**src/ircfd_pkg.sv**
```systemverilog
// ----------------------------------------------------------------------------
// IR climate frame decoder package
// Shared types, frame constants and duration window tables.
// ----------------------------------------------------------------------------
package ircfd_pkg;

   localparam int unsigned TOL_MAX   = 50;
   localparam int unsigned TOL_RESET = 25;

   localparam int unsigned PREAMBLE_BYTES = 5;
   localparam int unsigned PAYLOAD_BYTES  = 6;

   localparam logic [7:0] FRAME_BITS = 8'd136;
   localparam logic [7:0] POWER_ON   = 8'h40;
   localparam logic [7:0] PREAMBLE [0:PREAMBLE_BYTES-1] = '{8'h23, 8'hCB, 8'h26, 8'h21, 8'h00};

   localparam logic [4:0] PAYLOAD_FIRST = 5'd5;
   localparam logic [4:0] INVERSE_FIRST = 5'd11;

   localparam logic [3:0] NIB_COOL = 4'd1;
   localparam logic [3:0] NIB_HEAT = 4'd2;
   localparam logic [3:0] NIB_FAN  = 4'd0;
   localparam logic [3:0] NIB_DRY  = 4'd5;

   localparam logic [2:0] MODE_OFF  = 3'd0;
   localparam logic [2:0] MODE_COOL = 3'd1;
   localparam logic [2:0] MODE_HEAT = 3'd2;
   localparam logic [2:0] MODE_FAN  = 3'd3;
   localparam logic [2:0] MODE_DRY  = 3'd4;

   localparam logic [7:0] FAN_BYTE_LOW  = 8'h33;
   localparam logic [7:0] FAN_BYTE_MED  = 8'h35;
   localparam logic [7:0] FAN_BYTE_HIGH = 8'h37;

   localparam logic [1:0] FAN_AUTO = 2'd0;
   localparam logic [1:0] FAN_LOW  = 2'd1;
   localparam logic [1:0] FAN_MED  = 2'd2;
   localparam logic [1:0] FAN_HIGH = 2'd3;

   typedef enum logic [2:0] {
      ERR_NONE,
      ERR_HEADER,
      ERR_BIT_PULSE,
      ERR_STATIC,
      ERR_INVERSE,
      ERR_MODE
   } error_type;

   typedef enum logic [1:0] {
      PH_IDLE,
      PH_FRAME
   } phase_type;

   typedef logic [15:0] dur_type;
   typedef logic [5:0]  tol_type;
   typedef dur_type bound_row_type [0:TOL_MAX];

   typedef struct packed {
      dur_type lo;
      dur_type hi;
   } window_type;

   typedef struct packed {
      window_type hdr_mark;
      window_type hdr_space;
      window_type pulse_mark;
      window_type long_gap;
      window_type short_gap;
   } windows_type;

   function automatic bound_row_type build_row(input int unsigned nom, input bit upper);
      bound_row_type row;
      for (int unsigned t = 0; t <= TOL_MAX; t++) begin
         row[t] = dur_type'(upper ? nom * (100 + t) / 100 : nom * (100 - t) / 100);
      end
      return row;
   endfunction

   localparam bound_row_type HDR_MARK_LO   = build_row(3060, 1'b0);
   localparam bound_row_type HDR_MARK_HI   = build_row(3060, 1'b1);
   localparam bound_row_type HDR_SPACE_LO  = build_row(1580, 1'b0);
   localparam bound_row_type HDR_SPACE_HI  = build_row(1580, 1'b1);
   localparam bound_row_type PULSE_MARK_LO = build_row(350, 1'b0);
   localparam bound_row_type PULSE_MARK_HI = build_row(350, 1'b1);
   localparam bound_row_type LONG_GAP_LO   = build_row(1150, 1'b0);
   localparam bound_row_type LONG_GAP_HI   = build_row(1150, 1'b1);
   localparam bound_row_type SHORT_GAP_LO  = build_row(390, 1'b0);
   localparam bound_row_type SHORT_GAP_HI  = build_row(390, 1'b1);

   // clamp to the top of the table
   function automatic windows_type windows_at(input tol_type tol);
      tol_type     t;
      windows_type w;
      t = (tol > tol_type'(TOL_MAX)) ? tol_type'(TOL_MAX) : tol;
      w.hdr_mark   = '{lo: HDR_MARK_LO[t],   hi: HDR_MARK_HI[t]};
      w.hdr_space  = '{lo: HDR_SPACE_LO[t],  hi: HDR_SPACE_HI[t]};
      w.pulse_mark = '{lo: PULSE_MARK_LO[t], hi: PULSE_MARK_HI[t]};
      w.long_gap   = '{lo: LONG_GAP_LO[t],   hi: LONG_GAP_HI[t]};
      w.short_gap  = '{lo: SHORT_GAP_LO[t],  hi: SHORT_GAP_HI[t]};
      return w;
   endfunction

   function automatic logic in_window(input dur_type d, input window_type w);
      return (d >= w.lo) && (d <= w.hi);
   endfunction

endpackage

```
**src/ir_climate_frame_decoder_core.sv**
```systemverilog
// ----------------------------------------------------------------------------
// IR climate frame decoder core
// Matches mark/space pairs against header and bit timing, assembles the
// frame bytes, checks preamble and inverse bytes and reports one result.
// ----------------------------------------------------------------------------
// Latency: a result appears in the cycle after the request that ends a frame.
// Throughput: one request per cycle; the only stall comes from a held result.
// Window bounds are looked up on a tolerance write and held in registers.
// Reset (synchronous): idle, counters and check flags cleared, tolerance 25,
// no result pending. Payload bytes are not reset.
module ir_climate_frame_decoder_core (
   input  logic        clock,
   input  logic        reset,
   input  logic        csr_write_enable,
   input  logic [5:0]  csr_write_data,
   input  logic        req_valid,
   output logic        req_stall,
   input  logic [15:0] req_mark_us,
   input  logic [15:0] req_space_us,
   input  logic        req_first_pair,
   output logic        rsp_valid,
   input  logic        rsp_stall,
   output logic        rsp_frame_ok,
   output logic [2:0]  rsp_error_code,
   output logic [2:0]  rsp_mode_code,
   output logic [4:0]  rsp_target_temp,
   output logic [1:0]  rsp_fan_setting
);
   import ircfd_pkg::*;

   windows_type win_ff, win_in;
   phase_type   phase_ff, phase_in;
   logic [7:0]  bit_index_ff, bit_index_in;
   logic [7:0]  shift_ff, shift_in;
   logic        static_bad_ff, static_bad_in;
   logic        inverse_bad_ff, inverse_bad_in;
   logic [7:0]  payload_ff [0:PAYLOAD_BYTES-1];

   logic        rsp_valid_ff, rsp_valid_in;
   logic        rsp_frame_ok_ff, rsp_frame_ok_in;
   error_type   rsp_error_ff, rsp_error_in;
   logic [2:0]  rsp_mode_ff, rsp_mode_in;
   logic [4:0]  rsp_temp_ff, rsp_temp_in;
   logic [1:0]  rsp_fan_ff, rsp_fan_in;

   logic        accept;
   logic        hdr_ok, mark_ok, one_ok, zero_ok, bit_ok, bit_val;
   logic [7:0]  shift_next, idx_next;
   logic [4:0]  byte_index;
   logic [2:0]  pay_wr_addr, pay_rd_addr;
   logic        pay_we;
   logic        emit, done;
   error_type   early_err;
   logic [3:0]  nib;

   assign accept    = req_valid & ~req_stall;
   assign req_stall = rsp_valid_ff & rsp_stall;

   assign hdr_ok  = in_window(req_mark_us, win_ff.hdr_mark) &
                    in_window(req_space_us, win_ff.hdr_space);
   assign mark_ok = in_window(req_mark_us, win_ff.pulse_mark);
   assign one_ok  = mark_ok & in_window(req_space_us, win_ff.long_gap);
   assign zero_ok = mark_ok & in_window(req_space_us, win_ff.short_gap);
   assign bit_ok  = one_ok | zero_ok;
   assign bit_val = one_ok;

   assign shift_next  = {bit_val, shift_ff[7:1]};
   assign idx_next    = bit_index_ff + 8'd1;
   assign byte_index  = idx_next[7:3] - 5'd1;
   assign pay_wr_addr = 3'(byte_index - PAYLOAD_FIRST);
   assign pay_rd_addr = 3'(byte_index - INVERSE_FIRST);

   assign win_in = csr_write_enable ? windows_at(csr_write_data) : win_ff;

   // next state
   always_comb begin
      phase_in       = phase_ff;
      bit_index_in   = bit_index_ff;
      shift_in       = shift_ff;
      static_bad_in  = static_bad_ff;
      inverse_bad_in = inverse_bad_ff;
      pay_we         = 1'b0;
      emit           = 1'b0;
      done           = 1'b0;
      early_err      = ERR_NONE;
      if (accept) begin
         if (req_first_pair) begin
            bit_index_in   = 8'd0;
            shift_in       = 8'd0;
            static_bad_in  = 1'b0;
            inverse_bad_in = 1'b0;
            if (hdr_ok) begin
               phase_in = PH_FRAME;
            end else begin
               phase_in  = PH_IDLE;
               emit      = 1'b1;
               early_err = ERR_HEADER;
            end
         end else if (phase_ff == PH_FRAME) begin
            if (!bit_ok) begin
               phase_in  = PH_IDLE;
               emit      = 1'b1;
               early_err = ERR_BIT_PULSE;
            end else begin
               shift_in     = shift_next;
               bit_index_in = idx_next;
               if (idx_next[2:0] == 3'd0) begin
                  shift_in = 8'd0;
                  if (byte_index < 5'(PREAMBLE_BYTES)) begin
                     if (shift_next != PREAMBLE[byte_index[2:0]]) static_bad_in = 1'b1;
                  end else if (byte_index < INVERSE_FIRST) begin
                     pay_we = 1'b1;
                  end else begin
                     if (shift_next != ~payload_ff[pay_rd_addr]) inverse_bad_in = 1'b1;
                  end
               end
               if (idx_next >= FRAME_BITS) begin
                  phase_in = PH_IDLE;
                  emit     = 1'b1;
                  done     = 1'b1;
               end
            end
         end
      end
   end

   // result decode
   always_comb begin
      nib             = payload_ff[1][3:0];
      rsp_frame_ok_in = 1'b0;
      rsp_error_in    = early_err;
      rsp_mode_in     = MODE_OFF;
      rsp_temp_in     = 5'd0;
      rsp_fan_in      = FAN_AUTO;
      if (done) begin
         if (static_bad_in) begin
            rsp_error_in = ERR_STATIC;
         end else if (inverse_bad_in) begin
            rsp_error_in = ERR_INVERSE;
         end else begin
            rsp_frame_ok_in = 1'b1;
            rsp_error_in    = ERR_NONE;
            if (payload_ff[0] == POWER_ON) begin
               case (nib)
                  NIB_COOL: rsp_mode_in = MODE_COOL;
                  NIB_HEAT: rsp_mode_in = MODE_HEAT;
                  NIB_FAN:  rsp_mode_in = MODE_FAN;
                  NIB_DRY:  rsp_mode_in = MODE_DRY;
                  default: begin
                     rsp_frame_ok_in = 1'b0;
                     rsp_error_in    = ERR_MODE;
                  end
               endcase
            end
            if (rsp_frame_ok_in) begin
               rsp_temp_in = {1'b1, payload_ff[1][7:4]};
               case (payload_ff[2])
                  FAN_BYTE_LOW:  rsp_fan_in = FAN_LOW;
                  FAN_BYTE_MED:  rsp_fan_in = FAN_MED;
                  FAN_BYTE_HIGH: rsp_fan_in = FAN_HIGH;
                  default:       rsp_fan_in = FAN_AUTO;
               endcase
            end
         end
      end
      rsp_valid_in = emit | (rsp_valid_ff & rsp_stall);
   end

   always_ff @(posedge clock) begin
      if (reset) begin
         win_ff         <= windows_at(tol_type'(TOL_RESET));
         phase_ff       <= PH_IDLE;
         bit_index_ff   <= 8'd0;
         shift_ff       <= 8'd0;
         static_bad_ff  <= 1'b0;
         inverse_bad_ff <= 1'b0;
         rsp_valid_ff   <= 1'b0;
      end else begin
         win_ff         <= win_in;
         phase_ff       <= phase_in;
         bit_index_ff   <= bit_index_in;
         shift_ff       <= shift_in;
         static_bad_ff  <= static_bad_in;
         inverse_bad_ff <= inverse_bad_in;
         rsp_valid_ff   <= rsp_valid_in;
      end
   end

   always_ff @(posedge clock) begin
      if (pay_we) begin
         payload_ff[pay_wr_addr] <= shift_next;
      end
   end

   // hold the result until taken
   always_ff @(posedge clock) begin
      if (emit) begin
         rsp_frame_ok_ff <= rsp_frame_ok_in;
         rsp_error_ff    <= rsp_error_in;
         rsp_mode_ff     <= rsp_mode_in;
         rsp_temp_ff     <= rsp_temp_in;
         rsp_fan_ff      <= rsp_fan_in;
      end
   end

   assign rsp_valid       = rsp_valid_ff;
   assign rsp_frame_ok    = rsp_frame_ok_ff;
   assign rsp_error_code  = rsp_error_ff;
   assign rsp_mode_code   = rsp_mode_ff;
   assign rsp_target_temp = rsp_temp_ff;
   assign rsp_fan_setting = rsp_fan_ff;

endmodule

```
**config.mk**
```make
export PLATFORM = sky130hd
export DESIGN_NAME = ir_climate_frame_decoder_core
export DESIGN_NICKNAME = d
export VERILOG_FILES = /design/src/ircfd_pkg.sv /design/src/ir_climate_frame_decoder_core.sv
export SDC_FILE = /design/constraint.sdc
export NUM_CORES = 1
export LEC_CHECK = 0
export BUFFER_PORTS_ARGS = -buffer_cell sky130_fd_sc_hd__buf_2
export CAP_MARGIN = 10
export CORE_ASPECT_RATIO = 1.25
export CORE_MARGIN = 3
export CORE_UTILIZATION = 40
export DETAILED_ROUTE_END_ITERATION = 8
export SYNTH_ARGS = -nofsm -noshare
export SYNTH_HDL_FRONTEND = slang
export SYNTH_SLANG_ARGS = --single-unit
```
**constraint.sdc**
```tcl
create_clock -name clock -period 8.4 [get_ports clock]
set_clock_uncertainty 0.05 [all_clocks]
set_input_delay 0.42 -clock clock [delete_from_list [all_inputs] [get_ports clock]]
set_output_delay 0.42 -clock clock [all_outputs]
set_load 0.02 [all_outputs]
```
---- Word level (Yosys, flattened, before mapping) ----
Memory sizes are Yosys's and may differ from the RTL's. A register that Yosys moved wholly into a read port is not among the register bits.
Index checks and enable logic that the tools add are counted.
word-level totals
  word-level logic and storage cells ...... 150
  input bits .............................. 44
  register bits after elaboration ......... 35
  memory bits (writable) .................. 48
  output and inout bits ................... 16
  ROM bits ................................ 10304
  memories kept ........................... 12
memory list
  memory           words  width  read ports  clocked after Yosys merged registers in  write ports  RTL line         text
  (no name shown)  64     16     1           1                                        0            ircfd_pkg.sv:99  w.short_gap = '{lo: SHORT_GAP_LO[t], hi: SHORT_GAP_HI[t]};
  (no name shown)  64     16     1           1                                        0            ircfd_pkg.sv:99
  (no name shown)  64     16     1           1                                        0            ircfd_pkg.sv:98  w.long_gap = '{lo: LONG_GAP_LO[t], hi: LONG_GAP_HI[t]};
  (no name shown)  64     16     1           1                                        0            ircfd_pkg.sv:98
  (no name shown)  64     16     1           1                                        0            ircfd_pkg.sv:97  w.pulse_mark = '{lo: PULSE_MARK_LO[t], hi: PULSE_MARK_HI[t]};
  (no name shown)  64     16     1           1                                        0            ircfd_pkg.sv:97
  +6 memories      -      -      -           -                                        -            -
cells by class
  order comparisons ....................... 15
  bitwise operators ....................... 14
  add/subtract/negate cells ............... 4
  mux-type cells .......................... 67
  reductions and logical operators ........ 15
  eq/ne operators ......................... 11
operator list
  cell                   count
  $ge A16 B16 Y1         5
  $le A16 B16 Y1         5
  $mux W8                9
  $mux W1                41
  $eq A8 B6 Y1 const B   3
  $mux W3                7
  $ne A8 B8 Y1           2
  $mux W2                6
  $pmux W3 S4            1
  $reduce_or A4 Y1       3
  $add A8 B1 Y8 const B  1
  $eq A8 B7 Y1 const B   1
  $ge A8 B8 Y1 const B   1
  $not A8 Y8             1
  $not A6 Y7             1
  $gt A6 B6 Y1 const B   1
  $mux W6                1
  $pmux W2 S3            1
  $reduce_and A3 Y1      2
  $and A1 B1 Y1          5
  $logic_and A1 B1 Y1    5
  $lt A5 B3 Y1 const B   1
  $lt A5 B4 Y1 const B   1
  $mux W5                1
  other kinds (16)       21

---- Longest topological paths before layout ----
Gate-level depths: netlist (run 1).
An unclocked memory read counts as a cell.
  depth after elaboration ................. 19
  depth in mapped cells ................... 18
  mapped depth without buffers ............ 15

---- Least setup slack after synthesis (run 1) ----
No wires, ideal clock.
  path type ............................... flip-flop to flip-flop
  from .................................... register bit_index_ff[0]
  to ...................................... memory payload_ff[1][0], enable pin
  cell stages (with the launch flop) ...... 14
  path buffers ............................ 2
  period minus slack after synthesis ...... 3.837 ns
  library setup time ...................... 0.383 ns
  path slack .............................. 4.563 ns
  data required time ...................... 7.967 ns
  arrival ................................. 3.404 ns
  cell sequence ........................... dfxtp_1 > and3_1 > buf_6 > nand3_1 > xnor2_2 > inv_1 > buf_2 > ha_1 > a21boi_0 > mux2i_1 > or3_1 > nor3_1 > nand2_1 > nor3_1
on the way
  cells in the longest elaborated chain, start to end .. 12
  elaborated cells on any way between the ends .. 15
  those cells by class .................... add/sub (3); order compare (2); mux (9); reduce/logical (1)
RTL lines
  item                           RTL line                              text
  start, declared                ir_climate_frame_decoder_core.sv:33   logic [7:0] bit_index_ff, bit_index_in;
  start signal, assigned         ir_climate_frame_decoder_core.sv:181  bit_index_ff <= bit_index_in;
  $add A8 B1 Y8 *                ir_climate_frame_decoder_core.sv:68   assign idx_next = bit_index_ff + 8'd1;
  $sub A5 B1 Y5                  ir_climate_frame_decoder_core.sv:69   assign byte_index = idx_next[7:3] - 5'd1;
  $lt A5 B4 Y1                   ir_climate_frame_decoder_core.sv:111  end else if (byte_index < INVERSE_FIRST) begin
  $mux W1                        ir_climate_frame_decoder_core.sv:111
  $mux W1                        ir_climate_frame_decoder_core.sv:109  if (byte_index < 5'(PREAMBLE_BYTES)) begin
  $mux W1                        ir_climate_frame_decoder_core.sv:107  if (idx_next[2:0] == 3'd0) begin
  $mux W1                        ir_climate_frame_decoder_core.sv:100  if (!bit_ok) begin
  $mux W1                        ir_climate_frame_decoder_core.sv:99   end else if (phase_ff == PH_FRAME) begin
  $mux W1                        ir_climate_frame_decoder_core.sv:87   if (req_first_pair) begin
  $mux W1                        ir_climate_frame_decoder_core.sv:86   if (accept) begin
  $mux W1                        ir_climate_frame_decoder_core.sv:190  if (pay_we) begin
  $mux W1 (implied by the code)  ir_climate_frame_decoder_core.sv:191  payload_ff[pay_wr_addr] <= shift_next;
  end, declared                  ir_climate_frame_decoder_core.sv:37   logic [7:0] payload_ff [0:PAYLOAD_BYTES-1];
Every way passes the cells marked *; elsewhere a longest branch is shown, timed or not.

---- Final worst setup path (run 1) ----
  from .................................... register bit_index_ff[2]
  to ...................................... memory payload_ff[7][1], enable pin
The elaborated chain is that of the path after synthesis.

==> flow_summary.rst, run 1 <==
.. list-table::
   :header-rows: 1

   * - Metric
     - Value
   * - Dpl cells
     - 1,900
   * - Cts repair resizes
     - 0
   * - Ys flop type
     - dfxtp_1
   * - Maximum buffer depth of the clock tree
     - 2
   * - GR Overflow Total
     - 0
   * - Worst EP arrival
     - 4680 ps
   * - # H-tree levels
     - 4
   * - Area of the placeable core
     - 0.0320 mm²
   * - Final Setup Violations
     - 0
   * - Effective utilization at floorplan
     - 40.7%
   * - Drt first-iter violations
     - 967
   * - First-pass GRT wire length
     - 63,700 µm
   * - Filler Cells Inserted
     - 3,196
   * - IR drop worst, VDD
     - 0.000104 V
   * - Row Count
     - 73
   * - TritonCTS clock tree
     - done
   * - Detailed-route wire length
     - 40,700 µm
   * - Average detailed-routed wire length per instance
     - 21.1 µm
   * - Cell types with the largest area share after synthesis
     - edfxtp_1 18%, dfxtp_1 17%, ha_1 13%
   * - Number of nets with antenna violations after detailed routing
     - 0
   * - Hold Path Class
     - in2reg
   * - Worst-Skew Late Latency
     - 440 ps
   * - Final period util
     - 55.7%
   * - Pre-antenna DRT Iters
     - 6
   * - Unique cell type count in the Yosys netlist
     - 81
   * - Total negative setup slack
     - 0 ps
   * - Period minus WS final
     - 4670 ps
   * - Maxcap violations
     - 0
   * - Syn Area/Cell
     - 8.61 µm²
   * - Flop and latch count out of synthesis
     - 188
   * - Clock sinks
     - 188
   * - Sort of element at the end of the critical path
     - register
   * - Critical path's top delay family
     - simple AND/OR/NAND/NOR gates
   * - Via/cell ratio
     - 5.89
   * - Most area-hungry cell type in the Yosys netlist
     - edfxtp_1
   * - Final Hold Vio Count
     - 0
   * - Asr flop ratio synth
     - 0%
   * - Initial antenna violation count
     - 0
   * - I/O Buffers
     - 59
   * - Synth warn
     - 0
   * - Share of the yosys chip area belonging to registers
     - 34.9%
   * - Net count, final
     - 1,685
   * - Overall track demand over capacity in global routing
     - 23.2%
   * - Most common cell in the synthesized netlist
     - nand2_1
   * - Largest net degree at the start of global routing
     - 101
   * - I/O pin cnt
     - 60
   * - Pins Over Slew Limit
     - 0
   * - Static leakage
     - 5.84 nW
   * - Transition time of the tightest slew-check pin
     - 1090 ps
   * - Hold-fix buffers, CTS
     - 0
   * - Detailed placer's ending HPWL
     - 30,100 µm
   * - Syn Nets
     - 1,687
   * - Post-Syn Area
     - 0.0130 mm²
   * - Die area
     - 0.0347 mm²
   * - Normalized max-slew margin
     - 26.9%
   * - Number of instances in the synthesized netlist
     - 1,510
   * - Top cell types by occurrence after synthesis
     - 146 x nand2_1, 133 x ha_1, 133 x inv_1
   * - Routed vias
     - 11,389
   * - Number of global-route vias before repair
     - 11,256
   * - Number of synthesized flops with an enable pin
     - 77
   * - Ordered cell list for the critical path
     - and3_1, nand3_1, xnor2_2, inv_1, ha_1, a21boi_0, mux2i_1, or3_1, nor3_1, nand2_1, nor3_1
   * - FMAX
     - 0.214 GHz
   * - Pwr per Cell Area
     - 160 mW/mm²
   * - Number of buffers created by CTS
     - 17
   * - Number of post-CTS setup repair buffers
     - 0
   * - WS Path Type
     - reg2reg
   * - Placer congestion estimate
     - 0.923
   * - RSZ-0062 raised after global routing
     - false
   * - Share of cells above drive strength 1
     - 9.07%
   * - Critical Path Most Common Cell
     - nor3_1
   * - Run status
     - finished clean
   * - Root buffer selected by CTS
     - clkbuf_16
   * - Clock slew at reported path FFs
     - 80 ps
   * - DRC violations left
     - 0
   * - Critical path launch point type
     - register
   * - Antenna diode instance count
     - 0
   * - Width of the die
     - 167 µm
   * - Area overhead of the layout relative to synthesis
     - 8.90%
   * - Crit path largest cell delay
     - 850 ps
   * - Critical path buffers and inverters
     - 1
   * - Worst path slowest cell
     - nor3_1
   * - Height of the chip
     - 208 µm
   * - Crit path required time
     - 8410 ps
   * - Largest fanout on the critical path
     - 13
   * - Share of the synthesized area in the top cell type
     - 17.8%
   * - Number of standard cells in the final layout excluding fillers
     - 1,933
[sequential cells by signal, indices dropped and copies added, names as in the netlist]
register         count
payload_ff          64
rsp_frame_ok         1
rsp_target_temp      4
rsp_error_code       3
shift_ff             7
win_ff              92
static_bad_ff        1
phase_ff             1
inverse_bad_ff       1
rsp_mode_code        3
rsp_fan_setting      2
bit_index_ff         8
rsp_valid            1
[per-layer routing]
metal / wire [µm] / up-vias / global-route usage (%) / part of all wire, %
li1: - / 5502 / - / -
met1: 16300 / 5378 / 28.0 / 40
met2: 20000 / 401 / 39.8 / 49
met3: 1830 / 108 / 2.57 / 4.5
met4: 2530 / 0 / 13.8 / 6.2
met5: 0 / - / 0 / 0
[layout by cell type (no fill, tap or decap), drive strengths merged, types with 6 or more instances in the layout]
cell type,synthesis,final
mux4,16,16
a211o,10,10
o211ai,39,39
and2,11,11
o311ai,11,11
ha,133,133
nor3,37,37
nor2,119,119
a221oi,10,10
edfxtp,77,77
nand2b,14,14
xor2,7,7
nand3,30,30
nor4,6,6
o2111ai,9,9
a21boi,10,10
a211oi,32,32
o21a,18,18
buf,26,76
inv,134,139
xnor2,15,15
o21ai,122,122
clkinv,1,9
a21oi,107,107
mux2i,23,23
clkbuf,72,19
and3,12,12
or3,11,11
o221ai,11,11
a31oi,13,13
nand4,19,19
dfxtp,111,111
nand2,146,146
a21o,15,15
nor2b,16,16
[logic make-up after synthesis]
logic type | after synthesis | synth area share (%)
AOI/OAI and AO/OA | 447 | 22.2
xor gates and xnor gates | 22 | 1.68
adders and majority gates | 133 | 12.8
buffers and inverters | 233 | 7.02
DFF | 188 | 34.9
muxes | 43 | 5.21
and+or+nand+nor | 444 | 16.1
[metrics by stage]
| step | worst slack (ps) | hold slack, ps | power [mW] | util [%] | area, µm² |
|---|---|---|---|---|---|
| 5_1_grt | 3340 | 373 | 2.38 | 44.3 | 14200 |
| 6_report | 3730 | 363 | 2.27 | 44.3 | 14200 |
| 3_5_place_dp | 3550 | 405 | 1.47 | 42.4 | 13500 |
| 3_3_place_gp | 3630 | 400 | 1.46 | 42.4 | 13500 |
| 4_1_cts | 3530 | 339 | 2.28 | 44.2 | 14100 |
| 2_1_floorplan | 4560 | 386 | 1.32 | - | 13000 |
[report_power, final]
| part | switching [mW] | internal (mW) |
|---|---|---|
| clock network | 0.415 | 0.403 |
| logic | 0.293 | 0.158 |
| registers | 0.0190 | 0.981 |
[worst reg2reg max path: stages, from the launching register on]
cell and delay [ps]:
dfxtp_1 400, and3_1 380, nand3_1 230, xnor2_2 500, inv_1 320, ha_1 480, a21boi_0 260, mux2i_1 100
or3_1 310, nor3_1 240, nand2_1 160, nor3_1 850
[path summary, 6_finish.rpt]
| path | depth (start not counted) | start | endpoint | slack (ps) |
|---|---|---|---|---|
| setup / recovery | 11 | bit_index_ff[2]$_SDFFE_PP0P_ | payload_ff[7][1]$_DFFE_PP_ | 3730 |
| hold / removal | 4 | rsp_stall | rsp_valid$_SDFF_PP0_ | 360 |
| setup reg to reg | 11 | bit_index_ff[2]$_SDFFE_PP0P_ | payload_ff[7][1]$_DFFE_PP_ | 3730 |
| hold reg to reg | 2 | win_ff[114]$_SDFFE_PP0P_ | win_ff[114]$_SDFFE_PP0P_ | 410 |
[final cells by class]
| type | count | area [µm²] | area share, % |
|---|---|---|---|
| clock inverter | 14 | 174 | 1.23 |
| sequential | 188 | 4530 | 32.0 |
| inverter | 135 | 512 | 3.62 |
| clock buffer | 18 | 429 | 3.03 |
| multi-input combinational | 1089 | 7550 | 53.4 |
| timing repair buffer | 77 | 433 | 3.06 |
| tap | 412 | 515 | 3.64 |
No activity file was read; power rests on OpenSTA's default activity.
==> inputs of run 2 (changes only) <==
Settings changed: ABC_AREA set to 1.
Clock period 8.4 ns to 4.7 ns, I/O delays scaled along.
==> run 2 against run 1 <==
  * Synthesized cell count grew 14%
  * Sequential share of layout area about the same
  * Global-route usage up 3.3 points
  * Critical path depth increased by 11
  * Via count increased by 7.1%
  * Highest routed layer unchanged
==> flow_summary.rst, run 2 <==
.. list-table::
   :header-rows: 1

   * - Metric
     - Value
   * - Run status
     - finished clean
   * - Number of post-CTS setup repair buffers
     - 0 (unchanged)
   * - GR Overflow Total
     - 0 (unchanged)
   * - Largest net degree at the start of global routing
     - 74 (-27%)
   * - Normalized max-slew margin
     - 27.3% (+0.34 points)
   * - Syn Nets
     - 1,905 (+13%)
   * - Internal
     - 2.90 mW (+88%)
   * - Static leakage
     - 6.71 nW (+15%)
   * - Share of the yosys chip area belonging to registers
     - 35.4% (+0.53 points)
   * - Transition time of the tightest slew-check pin
     - 1090 ps (-0.688 ps)
   * - Most area-hungry cell type in the Yosys netlist
     - edfxtp_1
   * - Final Setup Violations
     - 0 (unchanged)
   * - Number of instances in the synthesized netlist
     - 1,728 (+14%)
   * - Total negative setup slack
     - 0 ps (unchanged)
   * - Number of nets with antenna violations after detailed routing
     - 0 (unchanged)
   * - Cell types with the largest area share after synthesis
     - edfxtp_1 18%, dfxtp_1 17%, ha_1 13%
   * - Overall track demand over capacity in global routing
     - 26.5% (+3.3 points)
   * - Area of the placeable core
     - 0.0313 mm² (-2.2%)
   * - Width of the die
     - 166 µm (-0.72%)
   * - Worst EP arrival
     - 3980 ps (-700 ps)
   * - Post-Syn Area
     - 0.0128 mm² (-1.5%)
   * - Asr flop ratio synth
     - 0% (unchanged)
   * - Switching portion of total power
     - 33.5% (+1.4 points)
   * - Share of the synthesized area in the top cell type
     - 18.1% (+0.27 points)
   * - Syn Area/Cell
     - 7.41 µm² (-14%)
   * - Crit path required time
     - 4960 ps (-3450 ps)
   * - Pins Over Slew Limit
     - 0 (unchanged)
   * - Area overhead of the layout relative to synthesis
     - 10.5%
   * - Via/cell ratio
     - 5.58 (-5.3%)
   * - Net count, final
     - 1,945 (+15%)
   * - Effective utilization at floorplan
     - 41.0% (+0.30 points)
   * - Critical path launch point type
     - register
   * - Routed vias
     - 12,203 (+7.1%)
   * - IR drop worst, VDD
     - 0.000253 V (+140%)
   * - Die area
     - 0.0342 mm² (-1.4%)
   * - Sequential cell area
     - 0.00453 mm² (unchanged)
   * - Overall power of the completed layout
     - 4.36 mW (+92%)
   * - Proportion of power drawn by combinational gates
     - 21.8% (+1.9 points)
   * - Share of cells above drive strength 1
     - 8.59% (-0.48 points)
   * - FMAX
     - 0.269 GHz (+26%)
   * - Sort of element at the end of the critical path
     - register
   * - Row Count
     - 72 (-1.4%)
   * - Hold-fix buffers, CTS
     - 0 (unchanged)
   * - I/O Buffers
     - 59 (unchanged)
   * - Maximum buffer depth of the clock tree
     - 2 (unchanged)
   * - Leading cell types in the layout, fill and taps excluded
     - 394 x nand2_1, 263 x inv_1, 133 x ha_1, 120 x nor2_1, 120 x a21oi_1
   * - Clock slew at reported path FFs
     - 80 ps (about the same)
   * - Register with the most flip-flops
     - win_ff
   * - I/O pin cnt
     - 60 (unchanged)
   * - Number of buffers created by CTS
     - 17 (unchanged)
   * - Period minus WS final
     - 3720 ps (-958 ps)
   * - First-pass GRT wire length
     - 69,500 µm (+9.1%)
   * - DRC violations left
     - 0 (unchanged)
   * - Maxcap violations
     - 0 (unchanged)
   * - Hold Path Class
     - in2reg
   * - Flop and latch count out of synthesis
     - 188 (unchanged)
   * - Largest fanout on the critical path
     - 17 (+4)
   * - Post-place instance area
     - 0.0135 mm² (-0.15%)
   * - Number of global-route vias before repair
     - 11,951 (+6.2%)
   * - Most common cell in the synthesized netlist
     - nand2_1
   * - Largest register FFs
     - 92 (unchanged)
   * - Detailed placer's ending HPWL
     - 34,800 µm (+16%)
   * - Part of the power in registers
     - 42.0% (-2.1 points)
   * - Number of standard cells in the final layout excluding fillers
     - 2,188 (+13%)
   * - Fraction of power consumed by the clock network
     - 36.2% (about the same)
   * - Top cell types by occurrence after synthesis
     - 394 x nand2_1, 264 x inv_1, 133 x ha_1
   * - Clock sinks
     - 188 (unchanged)
   * - Initial antenna violation count
     - 0 (unchanged)
   * - Dpl cells
     - 2,156 (+13%)
   * - Switching power of the nets
     - 1.46 mW (+100%)
   * - RSZ-0062 raised after global routing
     - false
   * - Synth warn
     - 0 (unchanged)
   * - Final period util
     - 79.1% (+23 points)
   * - Multi-input gate area in the final layout
     - 0.00696 mm² (-7.9%)
   * - Post-Layout Inst Area
     - 0.0142 mm² (about the same)
   * - Most common cell after layout, fill and taps aside
     - nand2_1
   * - WS Path Type
     - reg2reg
   * - Drt first-iter violations
     - 797 (-18%)
   * - Worst-Skew Late Latency
     - 450 ps (about the same)
   * - TritonCTS clock tree
     - done
   * - # H-tree levels
     - 4 (unchanged)
   * - Registers with the most flip-flops
     - win_ff x92, payload_ff x64, bit_index_ff x8
   * - Number of synthesized flops with an enable pin
     - 77 (unchanged)
   * - Antenna diode instance count
     - 0 (unchanged)
   * - Pre-antenna DRT Iters
     - 6 (unchanged)
   * - Filler Cells Inserted
     - 3,258 (+1.9%)
   * - Ys flop type
     - dfxtp_1
   * - Average detailed-routed wire length per instance
     - 21.1 µm (+0.26%)
   * - Final Hold Vio Count
     - 0 (unchanged)
   * - Height of the chip
     - 206 µm (-0.72%)
   * - Unique cell type count in the Yosys netlist
     - 56 (-31%)
   * - Placer congestion estimate
     - 0.987 (+6.9%)
   * - Cts repair resizes
     - 0 (unchanged)
   * - Detailed-route wire length
     - 46,200 µm (+13%)
   * - Pwr per Cell Area
     - 308 mW/mm² (+92%)
   * - Root buffer selected by CTS
     - clkbuf_16
run 2: layer usage:
metal	global-route usage [%]	vias up	wire, µm
met5	0	-	0
met4	16.8	0	3240
met3	3.29	155	2000
met2	49.4	430	23700
met1	28.5	5698	17200
li1	-	5920	-
run 2: final timing paths:
path	slack, ps	end	startpoint	depth (start not counted)
worst max-delay path	980	rsp_fan_setting[0]$_SDFFCE_PP0P_	bit_index_ff[0]$_SDFFE_PP0P_	22
worst min-delay path	40	rsp_valid$_SDFF_PP0_	rsp_stall	3
worst max register to register	980	rsp_fan_setting[0]$_SDFFCE_PP0P_	bit_index_ff[0]$_SDFFE_PP0P_	22
worst min register to register	420	win_ff[154]$_SDFFE_PP0P_	win_ff[154]$_SDFFE_PP0P_	2
run 2: layout make-up:
type                            count  share of cell area (%)
Clock buffer                       17                    3.01
Clock inverter                     15                    1.46
Inverter                          272                    7.21
Multi-Input combinational cell   1203                    49.2
Sequential cell                   188                    32.0
Tap cell                          407                    3.60
Timing Repair Buffer               86                    3.52
run 2: cell families after synthesis:
group / synth area share, %
buf+inv: 10.3
simple gates: 23.8
compound gates: 17.3
flops: 35.4
xor+xnor: 0.205
fa+ha+maj: 13.0
run 2: power by group through the flow:
stage | registers (mW) | logic [mW] | clock network, mW
after floorplan | 1.85 | 0.618 | 0
after global placement | 1.87 | 0.921 | 0
after detailed placement | 1.87 | 0.931 | 0
after CTS | 1.83 | 0.935 | 1.59
after global routing | 1.84 | 1.06 | 1.65
final | 1.83 | 0.948 | 1.58
run 2: critical path: stages, from the launching register on:
cell and delay, ps:
dfxtp_1 490, ha_1 240, nand3_1 120, nor2_1 190, inv_1 60, nand2_1 130, inv_1 150, ha_1 270
nor2_4 120, clkinv_1 410, nand3_1 280, nand3_1 90, nand3_1 90, nand2_1 60, inv_1 50, nand2_1 40
nor2_1 110, nand3_1 100, nand2_1 110, nand2_2 70, nand2_4 90, nand3_4 140, nor2_2 110
run 2: metrics by stage:
stage	hold slack [ps]	utilization, %	setup WS [ps]
5_1_grt	57.0	45.3	538
4_1_cts	33.3	45.3	968
6_report	36.2	45.3	983
3_5_place_dp	408	43.3	994
3_3_place_gp	399	43.3	1100
2_1_floorplan	355	-	1450
